==> src/rtl/dq_pkg.sv <==
// Package for the double-ended queue: command and status codes, cell control types.
// No dependencies; used by dq_cell and double_ended_queue_core.
package dq_pkg;

    localparam int DATA_W = 64;
    localparam int CMD_W  = 3;
    localparam int STAT_W = 3;

    // Input command codes
    localparam logic [CMD_W-1:0] CMD_PUSH_FRONT = 3'd0;
    localparam logic [CMD_W-1:0] CMD_PUSH_BACK  = 3'd1;
    localparam logic [CMD_W-1:0] CMD_POP_FRONT  = 3'd2;
    localparam logic [CMD_W-1:0] CMD_POP_BACK   = 3'd3;
    localparam logic [CMD_W-1:0] CMD_SIZE       = 3'd4;
    localparam logic [CMD_W-1:0] CMD_ITERATE    = 3'd5;

    // Result status codes
    localparam logic [STAT_W-1:0] STAT_VALUE      = 3'd0;
    localparam logic [STAT_W-1:0] STAT_EMPTY_POP  = 3'd1;
    localparam logic [STAT_W-1:0] STAT_SIZE       = 3'd2;
    localparam logic [STAT_W-1:0] STAT_EMPTY_ITER = 3'd3;
    localparam logic [STAT_W-1:0] STAT_FULL       = 3'd4;

    // Operation broadcast to every cell of the chain
    typedef enum logic [4:0] {
        CELL_HOLD       = 5'b00001,
        CELL_PUSH_FRONT = 5'b00010,
        CELL_PUSH_BACK  = 5'b00100,
        CELL_POP_FRONT  = 5'b01000,
        CELL_ROTATE     = 5'b10000
    } t_cell_op;

    typedef struct packed {
        t_cell_op                op;
        logic [DATA_W-1:0]       push_value;  // value entering at either end
        logic [DATA_W-1:0]       head_data;   // cell 0 contents, wraps to the back on rotate
    } t_cell_ctrl;

endpackage

==> src/rtl/dq_cell.sv <==
// One storage cell of the deque chain: an element register and its occupied flag.
// Depends on dq_pkg for the cell control struct.
module dq_cell import dq_pkg::*; (
    input  logic              i_clk,
    input  logic              i_rst_n,
    input  t_cell_ctrl        i_ctrl,
    input  logic [DATA_W-1:0] i_left_data,   // neighbor nearer the front
    input  logic              i_left_valid,
    input  logic [DATA_W-1:0] i_right_data,  // neighbor nearer the back
    input  logic              i_right_valid,
    output logic [DATA_W-1:0] o_data,
    output logic              o_valid
);

    logic [DATA_W-1:0] r_data, n_data;
    logic              r_valid, n_valid;

    // Next contents from the broadcast operation and the two neighbors
    always_comb begin
        n_data  = r_data;
        n_valid = r_valid;
        case (i_ctrl.op)
            CELL_PUSH_FRONT: begin
                n_data  = i_left_data;
                n_valid = i_left_valid;
            end
            CELL_PUSH_BACK: begin
                // first free cell takes the value
                if (!r_valid && i_left_valid) begin
                    n_data  = i_ctrl.push_value;
                    n_valid = 1'b1;
                end
            end
            CELL_POP_FRONT: begin
                n_data  = i_right_data;
                n_valid = i_right_valid;
            end
            CELL_ROTATE: begin
                // occupied cells move one toward the front, the head wraps to the back
                if (r_valid) begin
                    n_data = i_right_valid ? i_right_data : i_ctrl.head_data;
                end
            end
            default: begin
                n_data  = r_data;
                n_valid = r_valid;
            end
        endcase
    end

    always_ff @(posedge i_clk) begin
        if (!i_rst_n) begin
            r_valid <= 1'b0;
        end else begin
            r_valid <= n_valid;
        end
    end

    always_ff @(posedge i_clk) begin
        r_data <= n_data;
    end

    assign o_data  = r_data;
    assign o_valid = r_valid;

endmodule

==> config.mk <==
export PLATFORM = sky130hd
export DESIGN_NAME = dq_cell
export DESIGN_NICKNAME = d
export VERILOG_FILES = /design/src/rtl/dq_pkg.sv /design/src/rtl/dq_cell.sv
export SDC_FILE = /design/constraint.sdc
export NUM_CORES = 1
export LEC_CHECK = 0
export BUFFER_PORTS_ARGS = -buffer_cell sky130_fd_sc_hd__buf_2
export CAP_MARGIN = 20
export CELL_PAD_IN_SITES_DETAIL_PLACEMENT = 2
export CELL_PAD_IN_SITES_GLOBAL_PLACEMENT = 2
export CORE_MARGIN = 8
export CORE_UTILIZATION = 23
export CTS_CLUSTER_DIAMETER = 50
export CTS_CLUSTER_SIZE = 40
export DETAILED_ROUTE_END_ITERATION = 12
export PLACE_DENSITY_LB_ADDON = 0.05
export SLEW_MARGIN = 20
export SYNTH_ARGS = -nofsm -noshare
export SYNTH_HDL_FRONTEND = slang
export SYNTH_SLANG_ARGS = --single-unit
==> constraint.sdc <==
create_clock -name i_clk -period 14.8 [get_ports i_clk]
set_clock_uncertainty 0.05 [all_clocks]
set_input_delay 0.74 -clock i_clk [delete_from_list [all_inputs] [get_ports i_clk]]
set_output_delay 0.74 -clock i_clk [all_outputs]
set_load 0.01 [all_outputs]
==> flow_metrics.py <==
metrics = {
    "synth": {
        "synth.avg_cell_area_um2": 10.99,
        "postSynthCellCount": 372,
        "synth_cell_types": 33,
        "syn-cell-area_um2": 4088,
        "synth-seq-cells": 65,
        "synth_warnings": 0,
        "async_flop_share_pct": 0,
        "ys_seq_area_share_pct": 47.51,
        "synth_edf_count": 64,
        "synthFlopType": "edfxtp_1",
        "syn_nets": 637,
    },
    "clock_network": {
        "ctsHtreeMaxLevel": 3,
        "clock_path_buffers": 2,
        "root_buffer": "clkbuf_16",
        "cts_sinks": 65,
        "cts_tree": "yes",
        "post_cts_buffers": 0,
        "cts_made_buffers": 9,
        "cts_hold_buf": 0,
        "post_cts_resized": 0,
        "path_clk_slew_ns": 0.05,
        "clk_latency_ns": 0.33,
    },
    "setup_path": {
        "startpoint": "i_ctrl[132]",
        "cp-start-kind": "primary input",
        "reg2reg_from": "o_valid",
        "endpoint_kind": "register",
        "path_max_fanout": 64,
        "arrival_ns": 3.36,
        "critPathRequiredTime_ns": 14.70,
        "critPathKind": "in -> reg",
    },
    "global_routing": {
        "grt_overflow_total": 0,
        "grt_max_degree": 65,
        "gr-usage-met3_pct": 6.189,
        "met2_usage_pct": 34.23,
        "grtUsageTotal_pct": 18.52,
        "grt_busiest_layer": "met2",
        "grt_pass1_vias": 5376,
        "grt_antenna_before_repair": 6,
        "grtUsageMet1_pct": 19.44,
        "grt_pass1_wl_mm": 31.42,
    },
    "place": {
        "routabilityCongestion": 0.7827,
        "dp_slack_ns": 10.97,
        "placedCellCount": 886,
        "dpl.hpwl_mm": 17.05,
        "numPortBuffers": 329,
    },
    "routing": {
        "dr.pass1.iters": 5,
        "ant_nets": 0,
        "drt-total-wl_mm": 21.47,
        "routed_via_density": 5.221,
        "drc": 0,
        "vias": 4715,
        "drt-initial-drc-count": 127,
        "wire_per_inst_um": 23.77,
    },
    "floorplan": {
        "rows": 48,
        "die_h_um": 149.3,
        "die_area_um2": 22300,
        "ioPinCount": 330,
        "initial_core_util_pct": 23.55,
        "core_area_um2": 17360,
        "die_x_um": 149.3,
    },
    "timing": {
        "timing.final.crit_share_pct": 23.34,
        "finalHoldViolations": 0,
        "max_slew_margin_pct": 33.29,
        "maxSlewViolCount": 0,
        "rsz0062_at_grt": "no",
        "fin_ws_ns": 11.35,
        "tightest_slew_ns": 0.9961,
        "finalCriticalPeriod_ns": 3.455,
        "fin_tns_setup_ns": 0,
        "finalSetupViolCount": 0,
        "max_freq_mhz": 289.4,
    },
    "hold_path": {
        "hp-start": "o_valid",
        "min_path_type": "reg -> reg",
    },
    "pwr": {
        "vdd_ir_drop_max_mv": 0.05047,
        "combinationalPowerShare_pct": 19.5,
        "p_sw_uw": 130.7,
        "power_frac_clock_pct": 41.2,
        "intPower_uw": 408.2,
        "p_per_area_nw_per_um2": 86.79,
        "power.static_leakage_nw": 2.635,
        "finalPower_uw": 538.8,
        "seq_power_share_pct": 39.3,
        "p_sw_share_pct": 24.25,
    },
    "final_layout": {
        "final_cells": 903,
        "final_cell_mix": "329 x buf_2, 64 x a221o_1, 64 x edfxtp_1",
        "drive_above_1_share_pct": 54.73,
        "final_util_pct": 35.77,
        "syn2layout_area_growth_pct": 51.88,
        "nets": 937,
        "final_common_cell": "buf_2",
    },
    "flow_run": {
        "max_cap_violations": 0,
    },
    "run_status": {
        "outcome": "finished clean",
    },
}
## synthesized netlist by cell type, types with 2 or more instances
library cell   n  area share, %
a21oi_1       33            4.0
a221o_1       64             16
a22o_1        12            2.6
a32oi_1       23            4.9
buf_1          2           0.18
buf_2         17            2.1
buf_4          2           0.37
clkbuf_1      27            2.5
edfxtp_1      64             47
inv_1          3           0.28
mux2_2        12            3.3
nand2b_1       3           0.46
nor2_1        31            2.8
nor3_1         2           0.24
o21ai_0       31            3.8
o22a_1        29            6.2
## area by class of cell
type	instances	area [um2]
Fill cell	1947	11150
Multi-Input combinational cell	256	1962
Sequential cell	65	1942
Timing Repair Buffer	337	1707
Tap cell	225	281.5
Clock buffer	10	229.0
Clock inverter	5	71.32
Inverter	3	11.26
Antenna cell	2	5.005
## path summary, 6_finish.rpt
check	endpoint	slack, ns	depth (start not counted)
min	o_valid	0.54	2
max reg2reg	o_data[55]	12.63	4
max	o_data[55]	11.35	6
min reg2reg	o_valid	0.54	2
## worst max-delay path: stages
cell and delay, ns:
buf_2 0.51, nand2b_1 0.27, nor2_4 0.64, nand3_1 0.25, a21oi_4 0.18, buf_4 0.70
## cells by family (layout without fill, tap and decap cells)
kind of cell,after synthesis,after routing,share of synthesized area (%)
other cells,0,2,0
flops,65,65,47.51
simple gates,46,46,5.418
mux,12,12,3.306
compound gates,197,197,38.17
buf+inv,51,355,5.387
xor+xnor,1,1,0.2143
## layer usage
metal / part of all wire [%] / vias up
li1: - / 2185
met1: 37 / 2299
met2: 53 / 200
met3: 8.5 / 23
met4: 1.5 / 8
met5: 0.21 / -
## state kept, by name (all words and copies together) (netlist names)
| register | count |
|---|---|
| o_data | 64 |
| o_valid | 1 |
## power groups by stage
stage | Clock, mW | Sequential (mW) | Combinational [mW]
detailed placement | 0 | 0.216 | 0.107
CTS | 0.229 | 0.212 | 0.107
finish | 0.222 | 0.212 | 0.105
floorplan | 0 | 0.219 | 0.0478
global route | 0.235 | 0.212 | 0.115
global placement | 0 | 0.215 | 0.102
## per-stage QoR
stage | cell area, um2 | hold slack (ns)
finish | 6208 | 0.5416
global route | 6208 | 0.5813
CTS | 6198 | 0.5377
detailed placement | 5898 | 0.5080
global placement | 5892 | 0.4915
floorplan | 4088 | 0.5080
No activity file was read; power rests on OpenSTA's default activity.
